## config.mk

```make
export PLATFORM = sky130hd
export DESIGN_NAME = terminal_key_sequence_decoder
export DESIGN_NICKNAME = d
export VERILOG_FILES = /design/src/rtl/core/tksd_pkg.sv /design/src/rtl/core/terminal_key_sequence_decoder.sv /design/src/rtl/core/tksd_dec.sv /design/src/rtl/core/tksd_dp.sv /design/src/rtl/core/tksd_ctrl.sv
export SDC_FILE = /design/constraint.sdc
export NUM_CORES = 1
export LEC_CHECK = 0
export ABC_AREA = 1
export ABC_CLOCK_PERIOD_IN_PS = 7400
export BUFFER_PORTS_ARGS = -buffer_cell sky130_fd_sc_hd__buf_2
export CORE_MARGIN = 5
export CORE_UTILIZATION = 60
export DETAILED_ROUTE_END_ITERATION = 8
export PLACE_DENSITY = 0.89
export SETUP_SLACK_MARGIN = 0.15
export SLEW_MARGIN = 30
export SYNTH_ARGS = -nofsm -noshare
export SYNTH_HDL_FRONTEND = slang
export SYNTH_SLANG_ARGS = --single-unit
export TNS_END_PERCENT = 1
```

## constraint.sdc

```tcl
create_clock -name clk_i -period 7.4 [get_ports clk_i]
set_input_delay 0.74 -clock clk_i [delete_from_list [all_inputs] [get_ports clk_i]]
set_output_delay 0.74 -clock clk_i [all_outputs]
set_load 0.02 [all_outputs]
```

## src/rtl/core/tksd_pkg.sv

```systemverilog
// Types and constants shared by the terminal key sequence decoder.
`timescale 1ns / 1ps

package tksd_pkg;

  localparam int unsigned WinDepth   = 5;
  localparam int unsigned MaxEvents  = 4;

  localparam logic [7:0] ChEsc       = 8'h1B;
  localparam logic [7:0] ChLBrack    = 8'h5B;
  localparam logic [7:0] ChUpperO    = 8'h4F;
  localparam logic [7:0] ChTilde     = 8'h7E;
  localparam logic [7:0] ChOne       = 8'h31;
  localparam logic [7:0] ChFive      = 8'h35;
  localparam logic [7:0] ChUpperP    = 8'h50;
  localparam logic [7:0] ChUpperS    = 8'h53;
  localparam logic [7:0] ChCtrlC     = 8'h03;
  localparam logic [7:0] ChCtrlD     = 8'h04;
  localparam logic [7:0] ChCtrlU     = 8'h15;
  localparam logic [7:0] ChCtrlL     = 8'h0C;
  localparam logic [7:0] ChCtrlR     = 8'h12;
  localparam logic [7:0] ChCr        = 8'h0D;
  localparam logic [7:0] ChLf        = 8'h0A;
  localparam logic [7:0] ChDel       = 8'h7F;
  localparam logic [7:0] ChBs        = 8'h08;
  localparam logic [7:0] ChTab       = 8'h09;

  localparam logic [4:0] KeyChar     = 5'd0;
  localparam logic [4:0] KeyEscape   = 5'd1;
  localparam logic [4:0] KeyUp       = 5'd2;
  localparam logic [4:0] KeyDown     = 5'd3;
  localparam logic [4:0] KeyRight    = 5'd4;
  localparam logic [4:0] KeyLeft     = 5'd5;
  localparam logic [4:0] KeyHome     = 5'd6;
  localparam logic [4:0] KeyEnd      = 5'd7;
  localparam logic [4:0] KeyDelete   = 5'd8;
  localparam logic [4:0] KeyPgUp     = 5'd9;
  localparam logic [4:0] KeyPgDn     = 5'd10;
  localparam logic [4:0] KeyF1       = 5'd11;
  localparam logic [4:0] KeyF5       = 5'd15;
  localparam logic [4:0] KeyCtrlC    = 5'd16;
  localparam logic [4:0] KeyCtrlD    = 5'd17;
  localparam logic [4:0] KeyCtrlU    = 5'd18;
  localparam logic [4:0] KeyCtrlL    = 5'd19;
  localparam logic [4:0] KeyCtrlR    = 5'd20;
  localparam logic [4:0] KeyEnter    = 5'd21;
  localparam logic [4:0] KeyBksp     = 5'd22;
  localparam logic [4:0] KeyTab      = 5'd23;

  typedef logic [WinDepth-1:0][7:0] win_t;

  typedef struct packed {
    logic [7:0] in_byte;
    logic       burst_end;
  } in_beat_t;

  typedef struct packed {
    logic [4:0]  key_code;
    logic [20:0] code_point;
    logic        alt_flag;
    logic        ctrl_flag;
    logic        last_of_run;
  } out_beat_t;

  typedef struct packed {
    logic [4:0]  key_code;
    logic [20:0] code_point;
    logic        alt_flag;
    logic        ctrl_flag;
  } event_t;

  typedef struct packed {
    logic       brk;
    logic       emit;
    logic [2:0] adv;
    event_t     ev;
  } dec_t;

  typedef struct packed {
    logic load;
    logic step;
    logic capture;
    logic move;
    logic last;
    logic finish;
  } cmd_t;

  typedef struct packed {
    logic len_zero;
    logic brk;
    logic emit;
    logic held_vld;
    logic out_free;
  } sts_t;

endpackage

```

## src/rtl/core/terminal_key_sequence_decoder.sv

```systemverilog
// Top level of the terminal key sequence decoder.
//
//   port group   dir   handshake              payload
//   in_*         in    in_valid_i/in_ready_o  tksd_pkg::in_beat_t  (in_byte, burst_end)
//   out_*        out   out_valid_o/out_ready_i tksd_pkg::out_beat_t (one key event)
//
// One input beat is loaded, then parsed with one step per decoded token, then the parse
// is closed and the flush state moves out any event that is still held.
// The parse loop emits at most one event per cycle through a single held-event stage.
// Reset clears the pending count, the held-event valid flag and the output valid.
// A stalled output holds the parse step that would overwrite the held event.
`timescale 1ns / 1ps

module terminal_key_sequence_decoder (
  input  logic                clk_i,
  input  logic                rst_ni,
  input  logic                in_valid_i,
  output logic                in_ready_o,
  input  tksd_pkg::in_beat_t  in_data_i,
  output logic                out_valid_o,
  input  logic                out_ready_i,
  output tksd_pkg::out_beat_t out_data_o
);
  import tksd_pkg::*;

  cmd_t cmd;
  sts_t sts;

  tksd_ctrl u_ctrl (
    .clk_i      (clk_i),
    .rst_ni     (rst_ni),
    .in_valid_i (in_valid_i),
    .in_ready_o (in_ready_o),
    .sts_i      (sts),
    .cmd_o      (cmd)
  );

  tksd_dp u_dp (
    .clk_i       (clk_i),
    .rst_ni      (rst_ni),
    .cmd_i       (cmd),
    .sts_o       (sts),
    .in_data_i   (in_data_i),
    .out_valid_o (out_valid_o),
    .out_ready_i (out_ready_i),
    .out_data_o  (out_data_o)
  );

endmodule

```

## src/rtl/core/tksd_dec.sv

```systemverilog
// Token decoder: classifies the sequence at the head of the byte window.
`timescale 1ns / 1ps

module tksd_dec (
  input  tksd_pkg::win_t win_i,
  input  logic [2:0]     len_i,
  input  logic           fin_i,
  output tksd_pkg::dec_t dec_o
);
  import tksd_pkg::*;

  function automatic logic [4:0] cursor_key(input logic [7:0] c);
    logic [4:0] k;
    unique case (c)
      8'h41:   k = KeyUp;
      8'h42:   k = KeyDown;
      8'h43:   k = KeyRight;
      8'h44:   k = KeyLeft;
      8'h48:   k = KeyHome;
      8'h46:   k = KeyEnd;
      default: k = KeyChar;
    endcase
    return k;
  endfunction

  function automatic logic [4:0] tilde_key(input logic [7:0] c);
    logic [4:0] k;
    unique case (c) inside
      8'h31, 8'h37: k = KeyHome;
      8'h34, 8'h38: k = KeyEnd;
      8'h33:        k = KeyDelete;
      8'h35:        k = KeyPgUp;
      8'h36:        k = KeyPgDn;
      default:      k = KeyChar;
    endcase
    return k;
  endfunction

  logic [7:0] b0, b1, b2, b3, b4;
  logic [4:0] ck, tk;
  logic [2:0] need;

  assign b0 = win_i[0];
  assign b1 = win_i[1];
  assign b2 = win_i[2];
  assign b3 = win_i[3];
  assign b4 = win_i[4];
  assign ck = cursor_key(b2);
  assign tk = tilde_key(b2);

  always_comb begin
    dec_o = '0;
    dec_o.adv = 3'd1;
    need = 3'd1;
    if (b0 == ChEsc) begin
      if (len_i < 3'd2) begin
        if (!fin_i) begin
          dec_o.brk = 1'b1;
        end else begin
          dec_o.emit = 1'b1;
          dec_o.ev.key_code = KeyEscape;
        end
      end else if (b1 == ChLBrack || b1 == ChUpperO) begin
        if (len_i < 3'd3) begin
          if (!fin_i) begin
            dec_o.brk = 1'b1;
          end else begin
            dec_o.emit = 1'b1;
            dec_o.ev.key_code = KeyEscape;
          end
        end else if (ck != KeyChar) begin
          dec_o.emit = 1'b1;
          dec_o.ev.key_code = ck;
          dec_o.adv = 3'd3;
        end else if (b1 == ChUpperO) begin
          dec_o.adv = 3'd3;
          if (b2 >= ChUpperP && b2 <= ChUpperS) begin
            dec_o.emit = 1'b1;
            dec_o.ev.key_code = KeyF1 + {3'b000, b2[1:0]};
          end
        end else if (len_i < 3'd4) begin
          if (!fin_i) begin
            dec_o.brk = 1'b1;
          end else begin
            dec_o.adv = 3'd3;
          end
        end else if (b3 == ChTilde && tk != KeyChar) begin
          dec_o.emit = 1'b1;
          dec_o.ev.key_code = tk;
          dec_o.adv = 3'd4;
        end else if (len_i < 3'd5) begin
          if (!fin_i) begin
            dec_o.brk = 1'b1;
          end else begin
            dec_o.adv = 3'd3;
          end
        end else if (b4 == ChTilde) begin
          dec_o.adv = 3'd5;
          if (b2 == ChOne && b3 == ChFive) begin
            dec_o.emit = 1'b1;
            dec_o.ev.key_code = KeyF5;
          end
        end else begin
          dec_o.adv = 3'd3;
        end
      end else begin
        dec_o.emit = 1'b1;
        dec_o.ev.key_code = KeyChar;
        dec_o.ev.code_point = {13'd0, b1};
        dec_o.ev.alt_flag = 1'b1;
        dec_o.adv = 3'd2;
      end
    end else if (b0 == ChCtrlC || b0 == ChCtrlD || b0 == ChCtrlU ||
                 b0 == ChCtrlL || b0 == ChCtrlR) begin
      dec_o.emit = 1'b1;
      dec_o.ev.ctrl_flag = 1'b1;
      unique case (b0)
        ChCtrlC: dec_o.ev.key_code = KeyCtrlC;
        ChCtrlD: dec_o.ev.key_code = KeyCtrlD;
        ChCtrlU: dec_o.ev.key_code = KeyCtrlU;
        ChCtrlL: dec_o.ev.key_code = KeyCtrlL;
        default: dec_o.ev.key_code = KeyCtrlR;
      endcase
    end else if (b0 == ChCr || b0 == ChLf) begin
      dec_o.emit = 1'b1;
      dec_o.ev.key_code = KeyEnter;
    end else if (b0 == ChDel || b0 == ChBs) begin
      dec_o.emit = 1'b1;
      dec_o.ev.key_code = KeyBksp;
    end else if (b0 == ChTab) begin
      dec_o.emit = 1'b1;
      dec_o.ev.key_code = KeyTab;
    end else begin
      if (b0[7:5] == 3'b110) begin
        need = 3'd2;
      end else if (b0[7:4] == 4'b1110) begin
        need = 3'd3;
      end else if (b0[7:3] == 5'b11110) begin
        need = 3'd4;
      end
      if (len_i < need) begin
        if (!fin_i) begin
          dec_o.brk = 1'b1;
        end
        need = 3'd1;
      end
      if (!dec_o.brk) begin
        dec_o.emit = 1'b1;
        dec_o.ev.key_code = KeyChar;
        dec_o.adv = need;
        unique case (need)
          3'd2:    dec_o.ev.code_point = {10'd0, b0[4:0], b1[5:0]};
          3'd3:    dec_o.ev.code_point = {5'd0, b0[3:0], b1[5:0], b2[5:0]};
          3'd4:    dec_o.ev.code_point = {b0[2:0], b1[5:0], b2[5:0], b3[5:0]};
          default: dec_o.ev.code_point = {13'd0, b0};
        endcase
      end
    end
  end

endmodule

```

## src/rtl/core/tksd_dp.sv

```systemverilog
// Datapath: byte window, held event and output register.
`timescale 1ns / 1ps

module tksd_dp (
  input  logic                clk_i,
  input  logic                rst_ni,
  input  tksd_pkg::cmd_t      cmd_i,
  output tksd_pkg::sts_t      sts_o,
  input  tksd_pkg::in_beat_t  in_data_i,
  output logic                out_valid_o,
  input  logic                out_ready_i,
  output tksd_pkg::out_beat_t out_data_o
);
  import tksd_pkg::*;

  win_t      win_q, win_d;
  logic [2:0] len_q, len_d;
  logic      fin_q;
  event_t    held_q;
  logic      held_vld_q;
  out_beat_t out_q;
  logic      out_vld_q;
  dec_t      dec;
  logic [3:0] src;

  tksd_dec u_dec (
    .win_i (win_q),
    .len_i (len_q),
    .fin_i (fin_q),
    .dec_o (dec)
  );

  always_comb begin
    win_d = win_q;
    len_d = len_q;
    src   = '0;
    if (cmd_i.load) begin
      for (int j = 0; j < WinDepth; j++) begin
        if (len_q == 3'(j)) begin
          win_d[j] = in_data_i.in_byte;
        end
      end
      len_d = len_q + 3'd1;
    end else if (cmd_i.step) begin
      for (int j = 0; j < WinDepth; j++) begin
        src = 4'(j) + {1'b0, dec.adv};
        if (src < 4'(WinDepth)) begin
          win_d[j] = win_q[src[2:0]];
        end
      end
      len_d = len_q - dec.adv;
    end else if (cmd_i.finish && fin_q) begin
      len_d = '0;
    end
  end

  always_ff @(posedge clk_i or negedge rst_ni) begin
    if (!rst_ni) begin
      len_q      <= '0;
      fin_q      <= 1'b0;
      held_vld_q <= 1'b0;
      out_vld_q  <= 1'b0;
    end else begin
      len_q <= len_d;
      if (cmd_i.load) begin
        fin_q <= in_data_i.burst_end;
      end
      if (cmd_i.capture) begin
        held_vld_q <= 1'b1;
      end else if (cmd_i.move) begin
        held_vld_q <= 1'b0;
      end
      if (cmd_i.move) begin
        out_vld_q <= 1'b1;
      end else if (out_ready_i) begin
        out_vld_q <= 1'b0;
      end
    end
  end

  always_ff @(posedge clk_i) begin
    win_q <= win_d;
    if (cmd_i.capture) begin
      held_q <= dec.ev;
    end
    if (cmd_i.move) begin
      out_q <= {held_q, cmd_i.last};
    end
  end

  always_comb begin
    sts_o          = '0;
    sts_o.len_zero = (len_q == '0);
    sts_o.brk      = dec.brk;
    sts_o.emit     = dec.emit;
    sts_o.held_vld = held_vld_q;
    sts_o.out_free = !out_vld_q || out_ready_i;
  end

  assign out_valid_o = out_vld_q;
  assign out_data_o  = out_q;

endmodule

```

## src/rtl/core/tksd_ctrl.sv

```systemverilog
// Controller: sequences load, parse steps and the final flush of one input beat.
`timescale 1ns / 1ps

module tksd_ctrl (
  input  logic           clk_i,
  input  logic           rst_ni,
  input  logic           in_valid_i,
  output logic           in_ready_o,
  input  tksd_pkg::sts_t sts_i,
  output tksd_pkg::cmd_t cmd_o
);
  import tksd_pkg::*;

  typedef enum logic [2:0] {
    StIdle  = 3'b001,
    StParse = 3'b010,
    StFlush = 3'b100
  } state_e;

  state_e     state_q, state_d;
  logic [2:0] nev_q, nev_d;

  always_comb begin
    state_d    = state_q;
    nev_d      = nev_q;
    cmd_o      = '0;
    in_ready_o = 1'b0;
    unique case (state_q)
      StIdle: begin
        in_ready_o = 1'b1;
        if (in_valid_i) begin
          cmd_o.load = 1'b1;
          nev_d      = '0;
          state_d    = StParse;
        end
      end
      StParse: begin
        if (sts_i.len_zero || sts_i.brk) begin
          cmd_o.finish = 1'b1;
          state_d      = StFlush;
        end else if (sts_i.emit && nev_q < 3'(MaxEvents)) begin
          if (!sts_i.held_vld || sts_i.out_free) begin
            cmd_o.step    = 1'b1;
            cmd_o.capture = 1'b1;
            cmd_o.move    = sts_i.held_vld;
            nev_d         = nev_q + 3'd1;
          end
        end else begin
          cmd_o.step = 1'b1;
        end
      end
      StFlush: begin
        if (!sts_i.held_vld) begin
          state_d = StIdle;
        end else if (sts_i.out_free) begin
          cmd_o.move = 1'b1;
          cmd_o.last = 1'b1;
          state_d    = StIdle;
        end
      end
      default: begin
        state_d = StIdle;
      end
    endcase
  end

  always_ff @(posedge clk_i or negedge rst_ni) begin
    if (!rst_ni) begin
      state_q <= StIdle;
      nev_q   <= '0;
    end else begin
      state_q <= state_d;
      nev_q   <= nev_d;
    end
  end

endmodule
```

# Word level (Yosys, flattened, before mapping)
# Index checks and enable logic that the tools add are counted.
# totals
out_inout_bits	31
word_cells	282
regBits	109
# classes
n_bitwise	1
n_addsub	8
muxes	141
n_reduce_logical	41
n_eq_ne	53
order_cmp	18
# op_table
op	count
8-bit binary-select mux with 3-bit select	5
8-bit two-way mux	15
3-bit two-way mux	36
9-bit two-way mux	12
8-bit by 7-bit == test with 1-bit output (second input constant)	11
21-bit two-way mux	4
40-bit two-way mux	2
8-bit by 6-bit == test with 1-bit output (second input constant)	8
21-bit one-hot mux with 3 select lines	1
5-bit two-way mux	10
8-bit by 4-bit == test with 1-bit output (second input constant)	5
1-bit two-way mux	39
31-bit two-way mux	1
30-bit two-way mux	1
8-bit by 5-bit == test with 1-bit output (second input constant)	3
22-bit two-way mux	1
3-bit by 4-bit < comparator with 1-bit output (second input constant)	5
4-bit one-hot mux with 5 select lines	1
3-bit one-hot mux with 6 select lines	1
3-bit AND reduction	6
2-bit nonzero test	9
4-bit by 3-bit < comparator with 1-bit output (second input constant)	4
2-bit by 1-bit != test with 1-bit output (second input constant)	8
3-bit by 2-bit == test with 1-bit output (second input constant)	5
35 further kinds	69

# Longest topological paths before layout
# Gate-level depths: netlist (run 1).
# logic_depth
ltp_word	31
ltp_mapped	22
depth_no_buf	20

# Cells and area by module
# From an unflattened synthesis (run 1), not the netlist that was laid out.
# unflattened
cells_unflattened	906
hier_area_um2	7095.6
# by_module_without_submodules
mod	instances	cells_per_inst	area_per_inst_um2	seq_area_each_um2
tksd_dp	1	548	5231.3	3062.9
tksd_dec	1	301	1455.1	0.0
tksd_ctrl	1	57	409.1	151.4

# Worst setup path after synthesis (run 1)
# No wires, ideal clock.
# synth_path
kind	reg2reg
start	register u_dp.win_q[4] (netlist name)
end	register u_dp.win_q[24] (netlist name) (enable)
path_slack_ns	3.943
stages_incl_launch_ff	22
period_less_slack_ns	3.457
n_path_buf	2
arrival_ns	3.087
cell_sequence	edfxtp_1 nand2_1 inv_1 nor2_1 inv_1 ha_1 a21oi_1 nand2_1 nand2_2 inv_1 nor2_1 nand2_4 inv_2 buf_6 buf_6 ha_1 ha_1 clkinv_1 o21ai_0 nand2_1 nand2_1 nor2_1
# synth_via
elab_chain_cells	28
word_cells_on_any_way	64
cone_classes	1 x add/sub; 2 x order compare; 13 x eq/ne; 37 x mux; 11 x reduce/logical
# synth_rtl
item	line_no	text
start, declared	tksd_dp.sv:16	win_t win_q, win_d;
start signal, assigned	tksd_dp.sv:82	win_q <= win_d;
5-bit == test	tksd_dec.sv:138	end else if (b0[7:3] == 5'b11110) begin
3-bit two-way mux	tksd_dec.sv:138	
3-bit two-way mux	tksd_dec.sv:136	end else if (b0[7:4] == 4'b1110) begin
3-bit two-way mux	tksd_dec.sv:134	if (b0[7:5] == 3'b110) begin
3-bit two-way mux	tksd_dec.sv:130	end else if (b0 == ChTab) begin
3-bit two-way mux	tksd_dec.sv:127	end else if (b0 == ChDel || b0 == ChBs) begin
3-bit two-way mux	tksd_dec.sv:124	end else if (b0 == ChCr || b0 == ChLf) begin
3-bit two-way mux	tksd_dec.sv:113	end else if (b0 == ChCtrlC || b0 == ChCtrlD || b0 == ChCtrlU ||
(+8 left out)	-	
30-bit two-way mux	tksd_dec.sv:147	if (!dec_o.brk) begin
1-bit two-way mux	tksd_dec.sv:130	
1-bit two-way mux	tksd_dec.sv:127	
1-bit two-way mux	tksd_dec.sv:124	
1-bit two-way mux	tksd_dec.sv:113	
31-bit two-way mux *	tksd_dec.sv:55	if (b0 == ChEsc) begin
branches (longest 5 deep; another with 2-bit by 3-bit adder with 4-bit output)	-	
3-bit AND reduction (no source line) *	-	
# Every way passes the cells marked *. The select of a mux whose other input is x is not followed.
# A chain may end at the register's enable or synchronous reset.

==> out/metrics.cfg, run 1 <==
[global_route]
grt_pass1_wl_um = 30500
antenna_found_initial = 0
grt_max_degree = 73
via_count_of_the_first_global_routing_pass = 5662
overflow = 0
global_route.usage.total = 0.277

[synth]
ys.flop_type = sky130_fd_sc_hd__edfxtp_1
synth_mux_area_frac = 0.00144
postSynthCellCount = 864
synth_seq_area_share = 0.462
main_combinational_cell_family_by_area_after_synthesis = simple AND/OR/NAND/NOR gates
synthDominantCellAreaShare = 0.418
synth.top_cells.by_area = sky130_fd_sc_hd__edfxtp_1 42%, sky130_fd_sc_hd__nand2_1 14%, sky130_fd_sc_hd__nand3_1 7.8%, sky130_fd_sc_hd__inv_1 4.2%, sky130_fd_sc_hd__dfrtp_1 4.0%
synth_xor_xnor_area_share = 0.00647
synth_compound_gate_area_share = 0.103
syn-mean-instance-area_um2 = 8.06
yosys.area_share.adder = 0.0388
synthesis.nets = 898
count_of_flip_flops_with_a_built_in_enable_after_synthesis = 97
mappedNetlistArea_um2 = 6960
ys_seq_elements = 109
synthSimpleGateAreaFrac = 0.309
async_reset_ff_frac = 0.110
synthesis.yosys.warnings = 0
synth_area_leader_cell = sky130_fd_sc_hd__edfxtp_1
netlist-cell-type-count = 47

[critical_path]
critPathCaptureType = register
cp.required_ns = 7.64
crit_path_start_kind = register
timing_worst_setup_path_type = reg -> reg
biggest_fanout_along_the_worst_timing_path = 72
timing.critical_path.arrival_ns = 4.92
worstReg2RegEnd = u_dp.win_q[8]
r2r.worst_path.cells = 17
worst-r2r-setup-slack_ns = 2.71
critical_path.reg2reg.startpoint = u_dp.win_q[4]

[timing]
fin_crit_share = 0.633
worst_margin_pin_slew_ns = 0.918
timing.final.hold_violations = 0
rsz0062_at_grt = no
period_needed_ns = 4.69
setup_viol = 0
setup-tns-final_ns = 0
finalClockSkew_ns = 0.0139
fmax_mhz = 213
maxSlewViolCount = 0
final.hold.worst_slack_ns = 0.237
max-slew-margin-rel = 0.384

[power]
internal_power_mw = 1.82
share_comb_of_total_power = 0.546
seq_power_share = 0.322
cellPowerDensity_nw_per_um2 = 502
p_switching_mw = 1.92
vdd.ir_drop.worst_mv = 0.277
switching_share = 0.513
clock_group_share_of_total_power = 0.132
total_leakage_power_nw = 3.28

[cells_and_area]
finished_cell_area_um2 = 7450
area.sequential_um2 = 3210
syn_to_final_growth_pct = 6.95
filler_cell_count = 986
fin_util = 0.652
total_area_of_multi_input_combinational_cells_um2 = 3200
fin_nets = 922
num_antenna_cells = 0
post_route_cells_drive_above_1_share = 0.121

[drt]
routed_wl_um = 19600
met1_length_um = 8060
routedWlPerCell_um = 18.9
routed-via-count = 6316
drt_drc_violations_left = 1
highest-signal-layer = met4
route.detailed.vias_per_inst = 6.10
first_iter_violations = 918
met2WireLength_um = 8770
number_of_detailed_routing_iterations_run_before_antenna_repair = 8
routed-wl-met3_um = 1850
remaining_antenna_violation_count = 0

[outcome]
failed_checks = DRC
run_status = finished with violations

[flow_run]
maxCapViolations = 0

[clock_network]
cts.htree.levels = 3
worst_setup_hold_path_clk_slew_ns = 0.08
worst_skew_pair.late_latency_ns = 0.37
cts.hold.buffers_added = 0
cts_buffers = 9
postCtsSetupBuffers = 0
clock_sink_count = 109
clockBufferDepth = 2
post_cts_resized = 0
clock_tree.root_cell = sky130_fd_sc_hd__clkbuf_16
cts_tree = done

[placed_design]
numPortBuffers = 43
hpwlAfterDp_um = 14400
placed_area_um2 = 7150
gp_congestion = 0.985

[floorplanning]
design.core.area_um2 = 11400
fp.dieW_um = 118
pin_count = 44
die_span_in_y_um = 118
floorplan.initialDensity = 0.610
dieArea_um2 = 13900
num_rows = 39

[hold_path]
hold_path_class = in -> async

-- worst max-delay path: stages (launching register included) --
cell	delay (ns)
sky130_fd_sc_hd__edfxtp_1	0.50
sky130_fd_sc_hd__nand2_1	0.15
sky130_fd_sc_hd__inv_1	0.06
sky130_fd_sc_hd__nor2_1	0.17
sky130_fd_sc_hd__inv_1	0.09
sky130_fd_sc_hd__ha_1	0.29
sky130_fd_sc_hd__nand3_2	0.09
sky130_fd_sc_hd__a21oi_2	0.30
sky130_fd_sc_hd__nor2_2	0.10
sky130_fd_sc_hd__nand2_4	0.54
sky130_fd_sc_hd__inv_2	0.38
sky130_fd_sc_hd__ha_1	0.86
sky130_fd_sc_hd__inv_1	0.47
sky130_fd_sc_hd__nand3_1	0.20
sky130_fd_sc_hd__nand3_1	0.11
sky130_fd_sc_hd__nand2_1	0.09
sky130_fd_sc_hd__nand2_1	0.04
sky130_fd_sc_hd__nand2_1	0.08
-- logic make-up (layout without fill, tap and decap cells) --
logic type | after synthesis | in the layout
and+or+nand+nor | 489 | 489
adders and majority gates | 21 | 21
AOI/OAI and AO/OA | 121 | 121
DFF | 109 | 109
buffers and inverters | 120 | 149
muxes | 1 | 1
xor gates and xnor gates | 3 | 3
-- worst max path at each step --
stage,slack (ns),end,startpoint,cells after the start
after floorplan,3.94,u_dp.win_q[24],u_dp.win_q[4],21
after global placement,2.84,u_dp.win_q[13],u_dp.win_q[4],17
after detailed placement,2.87,u_dp.win_q[8],u_dp.win_q[4],17
after CTS,2.84,u_dp.win_q[8],u_dp.win_q[4],17
after global routing,2.42,u_dp.win_q[11],u_dp.win_q[4],17
final,2.71,u_dp.win_q[8],u_dp.win_q[4],17
-- synth_stat cells (10+ instances only) --
library cell / count
sky130_fd_sc_hd__o21ai_0: 49
sky130_fd_sc_hd__nor2_1: 61
sky130_fd_sc_hd__o21ai_1: 14
sky130_fd_sc_hd__ha_1: 20
sky130_fd_sc_hd__nand4_1: 13
sky130_fd_sc_hd__nand2_1: 268
sky130_fd_sc_hd__nand3_1: 108
sky130_fd_sc_hd__buf_6: 10
sky130_fd_sc_hd__inv_1: 77
sky130_fd_sc_hd__edfxtp_1: 97
sky130_fd_sc_hd__dfrtp_1: 11
sky130_fd_sc_hd__inv_2: 10
sky130_fd_sc_hd__a21oi_1: 16
sky130_fd_sc_hd__o211ai_1: 16
-- metal layers --
metal / vias up / GRT usage
met3: 73 / 0.0404
met1: 2861 / 0.383
li1: 2977 / -
met4: 0 / 0.129
met5: - / 0
met2: 405 / 0.433
-- layout make-up --
| class | instances | share of cell area |
|---|---|---|
| Inverter | 89 | 0.0449 |
| Clock inverter | 7 | 0.00958 |
| Sequential cell | 109 | 0.432 |
| Tap cell | 143 | 0.0240 |
| Multi-Input combinational cell | 635 | 0.430 |
| Clock buffer | 9 | 0.0302 |
| Timing Repair Buffer | 44 | 0.0299 |
-- flip-flops by register name, indices dropped and copies added, names as in the netlist --
register / flops
u_dp.len_q: 3
u_dp.fin_q: 1
u_dp.out_valid_o: 1
u_ctrl.state_q: 3
u_dp.held_vld_q: 1
u_dp.held_q: 28
u_ctrl.nev_q: 3
u_dp.win_q: 40
u_dp.out_data_o: 29
-- cells in the final DEF (no fill, tap or decap), types with 3 or more instances in the layout --
cell / synthesis / final
sky130_fd_sc_hd__ha_1: 20 / 20
sky130_fd_sc_hd__edfxtp_1: 97 / 97
sky130_fd_sc_hd__nor3_1: 7 / 7
sky130_fd_sc_hd__a31oi_1: 3 / 3
sky130_fd_sc_hd__nand2_1: 268 / 267
sky130_fd_sc_hd__nand2_2: 9 / 10
sky130_fd_sc_hd__nor2_4: 3 / 3
sky130_fd_sc_hd__clkinv_1: 2 / 3
sky130_fd_sc_hd__inv_1: 77 / 76
sky130_fd_sc_hd__o21ai_1: 14 / 14
sky130_fd_sc_hd__o21ai_0: 49 / 49
sky130_fd_sc_hd__inv_8: 0 / 4
sky130_fd_sc_hd__nand3_2: 4 / 4
sky130_fd_sc_hd__o211ai_1: 16 / 16
sky130_fd_sc_hd__nor2_2: 7 / 7
sky130_fd_sc_hd__a21oi_1: 16 / 15
sky130_fd_sc_hd__o22ai_1: 6 / 6
sky130_fd_sc_hd__clkbuf_16: 0 / 9
sky130_fd_sc_hd__nand4_1: 13 / 13
sky130_fd_sc_hd__buf_2: 8 / 43
sky130_fd_sc_hd__dfrtp_1: 11 / 11
sky130_fd_sc_hd__nand2_4: 4 / 4
sky130_fd_sc_hd__inv_2: 10 / 10
sky130_fd_sc_hd__o221ai_1: 6 / 6
sky130_fd_sc_hd__nand3_1: 108 / 108
sky130_fd_sc_hd__nor2_1: 61 / 61
-- per-stage QoR --
step | total power, mW | setup slack (ns) | cells
6_report | 3.74 | 2.71 | 1036
5_1_grt | 4.00 | 2.42 | 1036
4_1_cts | 3.66 | 2.84 | 1036
3_5_place_dp | 3.17 | 2.87 | 1020
3_3_place_gp | 3.14 | 2.84 | 1020
2_1_floorplan | 2.67 | 3.94 | 864
-- power groups by stage --
stage	sequential (mW)	clock, mW	combinational, mW
after floorplan	1.14	0	1.54
after global routing	1.22	0.515	2.26
after global placement	1.20	0	1.95
after CTS	1.19	0.489	1.98
final	1.20	0.494	2.04
after detailed placement	1.20	0	1.97
(Power assumes the default switching activity.)
==> run 2: changes to the inputs <==
--- a/config.mk
+++ b/config.mk
@@ -6,12 +6,12 @@
 export NUM_CORES = 1
 export LEC_CHECK = 0
 export ABC_AREA = 1
-export ABC_CLOCK_PERIOD_IN_PS = 7400
+export ABC_CLOCK_PERIOD_IN_PS = 4150
 export BUFFER_PORTS_ARGS = -buffer_cell sky130_fd_sc_hd__buf_2
 export CORE_MARGIN = 5
-export CORE_UTILIZATION = 60
+export CORE_UTILIZATION = 56
 export DETAILED_ROUTE_END_ITERATION = 8
-export PLACE_DENSITY = 0.89
+export PLACE_DENSITY = 0.87
 export SETUP_SLACK_MARGIN = 0.15
 export SLEW_MARGIN = 30
 export SYNTH_ARGS = -nofsm -noshare
==> constraint.sdc (replaced) <==
create_clock -name clk_i -period 4.15 [get_ports clk_i]
set_input_delay 0.415 -clock clk_i [delete_from_list [all_inputs] [get_ports clk_i]]
set_output_delay 0.415 -clock clk_i [all_outputs]
set_load 0.02 [all_outputs]
==> out/metrics.cfg, run 2 (synthesized netlist as in run 1, its figures left out) <==
[clock_network]
cts_tree = done
clock_tree.root_cell = sky130_fd_sc_hd__clkbuf_16
worst_setup_hold_path_clk_slew_ns = 0.08  ; about the same
worst_skew_pair.late_latency_ns = 0.37  ; about the same
cts_buffers = 9  ; unchanged
clock_sink_count = 109  ; unchanged
clockBufferDepth = 2  ; unchanged
cts.htree.levels = 3  ; unchanged

[cells_and_area]
filler_cell_count = 1082  ; +9.7%
fin_nets = 941  ; +2.1%
syn_to_final_growth_pct = 9.22
layout_commonest_cell = sky130_fd_sc_hd__nand2_1
mostFrequentLayoutCells = 268 x sky130_fd_sc_hd__nand2_1, 108 x sky130_fd_sc_hd__nand3_1, 97 x sky130_fd_sc_hd__edfxtp_1, 77 x sky130_fd_sc_hd__inv_1, 61 x sky130_fd_sc_hd__nor2_1
largest_register_ff_count = 40  ; unchanged
post_route_cells_drive_above_1_share = 0.137  ; +0.0161
num_antenna_cells = 0  ; unchanged
regMostFlops = u_dp.win_q

[drt]
route.detailed.vias_per_inst = 5.96  ; -2.3%
first_iter_violations = 843  ; -8.2%
routedWlPerCell_um = 18.7  ; -1.5%
drt_drc_violations_left = 0  ; -1
number_of_detailed_routing_iterations_run_before_antenna_repair = 5  ; -3
remaining_antenna_violation_count = 0  ; unchanged
routed-via-count = 6432  ; +1.8%
routed_wl_um = 20100  ; +2.7%

[timing]
fmax_mhz = 271  ; +27%
timing.final.hold_violations = 0  ; unchanged
fin_crit_share = 0.890  ; +0.256
maxSlewViolCount = 0  ; unchanged
final_critical_path_setup_slack_ns = 0.458  ; -2.26 ns
period_needed_ns = 3.69  ; -0.995 ns
worst_margin_pin_slew_ns = 0.848  ; -0.0698 ns
max-slew-margin-rel = 0.433  ; +0.0482
setup_viol = 0  ; unchanged
rsz0062_at_grt = no
finalClockSkew_ns = 0.00885  ; -0.00509 ns
setup-tns-final_ns = 0  ; unchanged

[critical_path]
crit_path_start_kind = register
timing.critical_path.arrival_ns = 3.77  ; -1.15 ns
cp_num_buf_inv = 5  ; +1
biggest_fanout_along_the_worst_timing_path = 9  ; -88%
timing_worst_setup_path_type = reg -> reg
critPathCaptureType = register
path_cells = inv_2, nand3_1, ha_1, a21oi_1, nand2_1, nand2_2, inv_1, nor2_1, nand2_4, inv_2, ha_1, ha_1, clkinvlp_4, o21ai_0, nand2_1, nand2_1, nor2_1, buf_4
cp.required_ns = 4.23  ; -3.41 ns
top_cell_family_by_delay_on_the_critical_path = simple AND/OR/NAND/NOR gates
slowest_stage = sky130_fd_sc_hd__edfxtp_1
slowest_delay_ns = 0.48  ; -0.38 ns

[placed_design]
preCtsSetupSlack_ns = 0.499  ; -2.37 ns
gp_congestion = 1.00  ; +1.7%
numPortBuffers = 43  ; unchanged
hpwlAfterDp_um = 14900  ; +3.0%

[floorplanning]
design.core.area_um2 = 12100  ; +6.1%
dieArea_um2 = 14800  ; +6.5%
fp.dieW_um = 122  ; +3.2%
num_rows = 40  ; +2.6%
floorplan.initialDensity = 0.575  ; -0.0349
die_span_in_y_um = 122  ; +3.2%
pin_count = 44  ; unchanged

[power]
share_comb_of_total_power = 0.566  ; +0.020
vdd.ir_drop.worst_mv = 0.402  ; +45%
total_leakage_power_nw = 3.36  ; +2.4%
clock_group_share_of_total_power = 0.122  ; -0.010
seq_power_share = 0.312  ; -0.010
switching_share = 0.510  ; -0.00283
p_switching_mw = 3.46  ; +81%
internal_power_mw = 3.33  ; +83%
cellPowerDensity_nw_per_um2 = 893  ; +78%

[hold_path]
hold_path_class = in -> reg

[global_route]
grt_pass1_wl_um = 31200  ; +2.3%
antenna_found_initial = 0  ; unchanged
overflow = 0  ; unchanged
grt_max_degree = 41  ; -44%
global_route.usage.total = 0.276  ; -0.00126
via_count_of_the_first_global_routing_pass = 5694  ; +0.57%

[flow_run]
maxCapViolations = 0  ; unchanged

[outcome]
run_status = finished, final reports clean

[run 2: worst paths after layout]
check | startpoint | to | slack, ns | cells past startpoint
max | u_dp.win_q[3] | u_dp.win_q[31] | 0.46 | 18
min | in_data_i[0] | u_dp.fin_q | 0.29 | 3
max reg2reg | u_dp.win_q[3] | u_dp.win_q[31] | 0.46 | 18
min reg2reg | u_dp.held_q[19] | u_dp.out_data_o[20] | 0.42 | 0
max in group asynchronous | rst_ni | u_ctrl.state_q[0] | 3.40 | 2
min in group asynchronous | rst_ni | u_ctrl.state_q[2] | 0.47 | 2
[run 2: area by class of cell]
class | count | area (µm²) | area share
timing repair buffer | 63 | 368 | 0.0484
sequential | 109 | 3210 | 0.423
multi-input combinational | 635 | 3200 | 0.421
clock inverter | 7 | 51.3 | 0.00674
clock buffer | 9 | 225 | 0.0296
tap | 168 | 210 | 0.0276
inverter | 89 | 338 | 0.0444
[run 2: worst min-delay path, delay by kind of cell]
kind,cells,cell delay [ns]
AO/OA/AOI/OAI,1,0.08
buffers and inverters,1,0.08
AND/OR/NAND/NOR,1,0.04
[run 2: what timing repair did]
item	CTS	global route
hold buffers	1	0
gates resized for setup	0	1
buffers inserted	0	2
endpoints found under the setup margin	0	8
hold endpoints to repair	11	0
[run 2: routing by layer]
layer | routed length, µm | vias to the layer above | GRT usage
met2 | 8750 | 458 | 0.418
li1 | - | 3017 | -
met5 | 0 | - | 0
met3 | 2240 | 69 | 0.0406
met1 | 8230 | 2888 | 0.394
met4 | 935 | 0 | 0.127
[run 2: per-stage QoR]
step / area, µm² / power, mW / cells / util / hold slack, ns
5_1_grt: 7610 / 7.27 / 1080 / 0.628 / 0.315
6_report: 7610 / 6.79 / 1080 / 0.628 / 0.289
3_3_place_gp: 7300 / 5.77 / 1061 / 0.602 / 0.310
2_1_floorplan: 6960 / 4.77 / 864 / - / 0.119
3_5_place_dp: 7300 / 5.80 / 1061 / 0.602 / 0.314
4_1_cts: 7580 / 6.63 / 1078 / 0.626 / 0.293
[run 2: power groups by stage]
stage	combinational [mW]	sequential (mW)	clock, mW
2_1_floorplan	2.74	2.02	0
3_3_place_gp	3.65	2.12	0
3_5_place_dp	3.68	2.12	0
4_1_cts	3.71	2.10	0.827
5_1_grt	4.26	2.13	0.884
6_report	3.84	2.12	0.826
==> run 3: changes to the inputs <==
--- a/config.mk
+++ b/config.mk
@@ -10,8 +10,9 @@
 export BUFFER_PORTS_ARGS = -buffer_cell sky130_fd_sc_hd__buf_2
 export CORE_MARGIN = 5
 export CORE_UTILIZATION = 56
+export CTS_CLUSTER_DIAMETER = 200
 export DETAILED_ROUTE_END_ITERATION = 8
-export PLACE_DENSITY = 0.87
+export PLACE_DENSITY = 0.83
 export SETUP_SLACK_MARGIN = 0.15
 export SLEW_MARGIN = 30
 export SYNTH_ARGS = -nofsm -noshare
==> out/metrics.cfg, run 3 (synthesized netlist as in run 1, its figures left out) <==
[power]
share_comb_of_total_power = 0.551  ; -0.015
internal_power_mw = 3.44  ; +3.3%
seq_power_share = 0.309  ; -0.003
p_switching_mw = 3.43  ; -0.96%
total_leakage_power_nw = 3.38  ; +0.71%
cellPowerDensity_nw_per_um2 = 900  ; +0.81%
switching_share = 0.499  ; -0.0105
vdd.ir_drop.worst_mv = 0.487  ; +21%
clock_group_share_of_total_power = 0.139  ; +0.017
p_total_mw = 6.87  ; +1.1%

[drt]
routed_wl_um = 20300  ; +0.65%
number_of_detailed_routing_iterations_run_before_antenna_repair = 5  ; unchanged
drt_drc_violations_left = 0  ; unchanged
routedWlPerCell_um = 18.8  ; +0.93%
route.detailed.vias_per_inst = 5.91  ; -0.73%
remaining_antenna_violation_count = 0  ; unchanged
routed-via-count = 6367  ; -1.0%
first_iter_violations = 815  ; -3.3%

[floorplanning]
floorplan.initialDensity = 0.575  ; unchanged
pin_count = 44  ; unchanged
num_rows = 40  ; unchanged
die_span_in_y_um = 122  ; unchanged
dieArea_um2 = 14800  ; unchanged
design.core.area_um2 = 12100  ; unchanged
fp.dieW_um = 122  ; unchanged

[timing]
final_critical_path_setup_slack_ns = 0.420  ; -0.0387 ns
finalClockSkew_ns = 0.00802  ; -0.000828 ns
max-slew-margin-rel = 0.378  ; -0.0543
fin_crit_share = 0.899  ; +0.00932
fmax_mhz = 268  ; -1.0%
timing.final.hold_violations = 0  ; unchanged
setup-tns-final_ns = 0  ; unchanged
worst_margin_pin_slew_ns = 0.929  ; +0.0811 ns
maxSlewViolCount = 0  ; unchanged
setup_viol = 0  ; unchanged
rsz0062_at_grt = no
period_needed_ns = 3.73  ; +0.0387 ns

[critical_path]
cp_num_buf_inv = 4  ; -1
timing.critical_path.arrival_ns = 3.71  ; -0.06 ns
slowest_delay_ns = 0.74  ; +0.26 ns
cp.required_ns = 4.13  ; -0.10 ns
top_cell_family_by_delay_on_the_critical_path = simple AND/OR/NAND/NOR gates
critPathCaptureType = register
path_cells = nand2_1, inv_1, nor2_1, inv_1, ha_1, a21oi_1, nand2_1, nand2_2, inv_1, nor2_1, nand2_4, ha_1, clkinv_1, nor2_1, nor2_1, a22oi_1, nor2_1
biggest_fanout_along_the_worst_timing_path = 8  ; -1
critical-path-top-cell-by-count = sky130_fd_sc_hd__nor2_1
crit_path_start_kind = register
timing_worst_setup_path_type = reg -> reg
slowest_stage = sky130_fd_sc_hd__nor2_1

[global_route]
grt_max_degree = 56  ; +37%
grt_pass1_wl_um = 31600  ; +1.2%
antenna_found_initial = 0  ; unchanged
via_count_of_the_first_global_routing_pass = 5778  ; +1.5%
global_route.usage.total = 0.281  ; +0.00508
overflow = 0  ; unchanged

[clock_network]
clockBufferDepth = 2  ; unchanged
worst_skew_pair.late_latency_ns = 0.36  ; about the same
post_cts_resized = 0  ; unchanged
worst_setup_hold_path_clk_slew_ns = 0.07  ; about the same
cts.htree.levels = 3  ; unchanged
cts.hold.buffers_added = 1  ; unchanged
cts_buffers = 9  ; unchanged
postCtsSetupBuffers = 0  ; unchanged
cts_tree = done
clock_sink_count = 109  ; unchanged
clock_tree.root_cell = sky130_fd_sc_hd__clkbuf_16

[cells_and_area]
fin_nets = 938  ; -0.32%
regMostFlops = u_dp.win_q
largest_register_ff_count = 40  ; unchanged
mostFrequentLayoutCells = 268 x sky130_fd_sc_hd__nand2_1, 108 x sky130_fd_sc_hd__nand3_1, 97 x sky130_fd_sc_hd__edfxtp_1, 77 x sky130_fd_sc_hd__inv_1, 61 x sky130_fd_sc_hd__nor2_1
num_antenna_cells = 0  ; unchanged
total_area_of_multi_input_combinational_cells_um2 = 3200  ; -0.12%
syn_to_final_growth_pct = 9.56
post_route_cells_drive_above_1_share = 0.133  ; -0.00395
layout_commonest_cell = sky130_fd_sc_hd__nand2_1
area.sequential_um2 = 3210  ; unchanged
filler_cell_count = 1108  ; +2.4%
fin_util = 0.630  ; +0.00196
finished_cell_area_um2 = 7630  ; +0.31%

[placed_design]
placed_area_um2 = 7290  ; -0.10%
gp_congestion = 1.01  ; +1.0%
preCtsSetupSlack_ns = 0.500  ; +0.00176 ns
numPortBuffers = 43  ; unchanged
hpwlAfterDp_um = 15200  ; +2.0%

[outcome]
run_status = finished, final reports clean

[flow_run]
maxCapViolations = 0  ; unchanged

[hold_path]
hold_path_class = in -> reg

==> run 3: metal layers <==
| layer | up-vias | track usage | share of wire |
|---|---|---|---|
| met3 | 51 | 0.0401 | 0.10 |
| met2 | 413 | 0.431 | 0.45 |
| li1 | 3007 | - | - |
| met5 | - | 0 | 0 |
| met4 | 0 | 0.115 | 0.035 |
| met1 | 2896 | 0.402 | 0.41 |
==> run 3: layout make-up <==
class / instances / area share
sequential: 109 / 0.421
clock inverter: 7 / 0.0138
inverter: 89 / 0.0438
multi-input combinational: 635 / 0.419
timing repair buffer: 60 / 0.0453
tap: 168 / 0.0276
clock buffer: 9 / 0.0295
==> run 3: final timing paths <==
check / depth (start not counted) / startpoint / slack (ns) / to
worst max-delay path: 17 / u_dp.win_q[4] / 0.42 / u_dp.win_q[16]
max in group asynchronous: 2 / rst_ni / 3.38 / u_ctrl.state_q[0]
min in group asynchronous: 2 / rst_ni / 0.50 / u_ctrl.state_q[2]
worst min-delay path: 3 / in_data_i[0] / 0.28 / u_dp.fin_q
worst max register to register: 17 / u_dp.win_q[4] / 0.42 / u_dp.win_q[16]
worst min register to register: 0 / u_dp.held_q[21] / 0.42 / u_dp.out_data_o[22]
==> run 3: per-stage QoR <==
stage | std cells | hold slack, ns
2_1_floorplan | 864 | 0.119
3_3_place_gp | 1060 | 0.308
3_5_place_dp | 1060 | 0.309
4_1_cts | 1077 | 0.278
5_1_grt | 1077 | 0.288
6_report | 1077 | 0.278
==> run 3: worst min-delay path, stage by stage <==
cell                      delay, ns
sky130_fd_sc_hd__buf_2         0.08
sky130_fd_sc_hd__nand2_1       0.04
sky130_fd_sc_hd__o21ai_0       0.06
==> run 3: power groups by stage <==
| stage | Sequential [mW] | Combinational (mW) | Clock (mW) |
|---|---|---|---|
| detailed placement | 2.13 | 3.66 | 0 |
| floorplan | 2.02 | 2.74 | 0 |
| global placement | 2.12 | 3.63 | 0 |
| finish | 2.12 | 3.79 | 0.957 |
| CTS | 2.11 | 3.68 | 0.962 |
| global route | 2.15 | 4.20 | 1.01 |
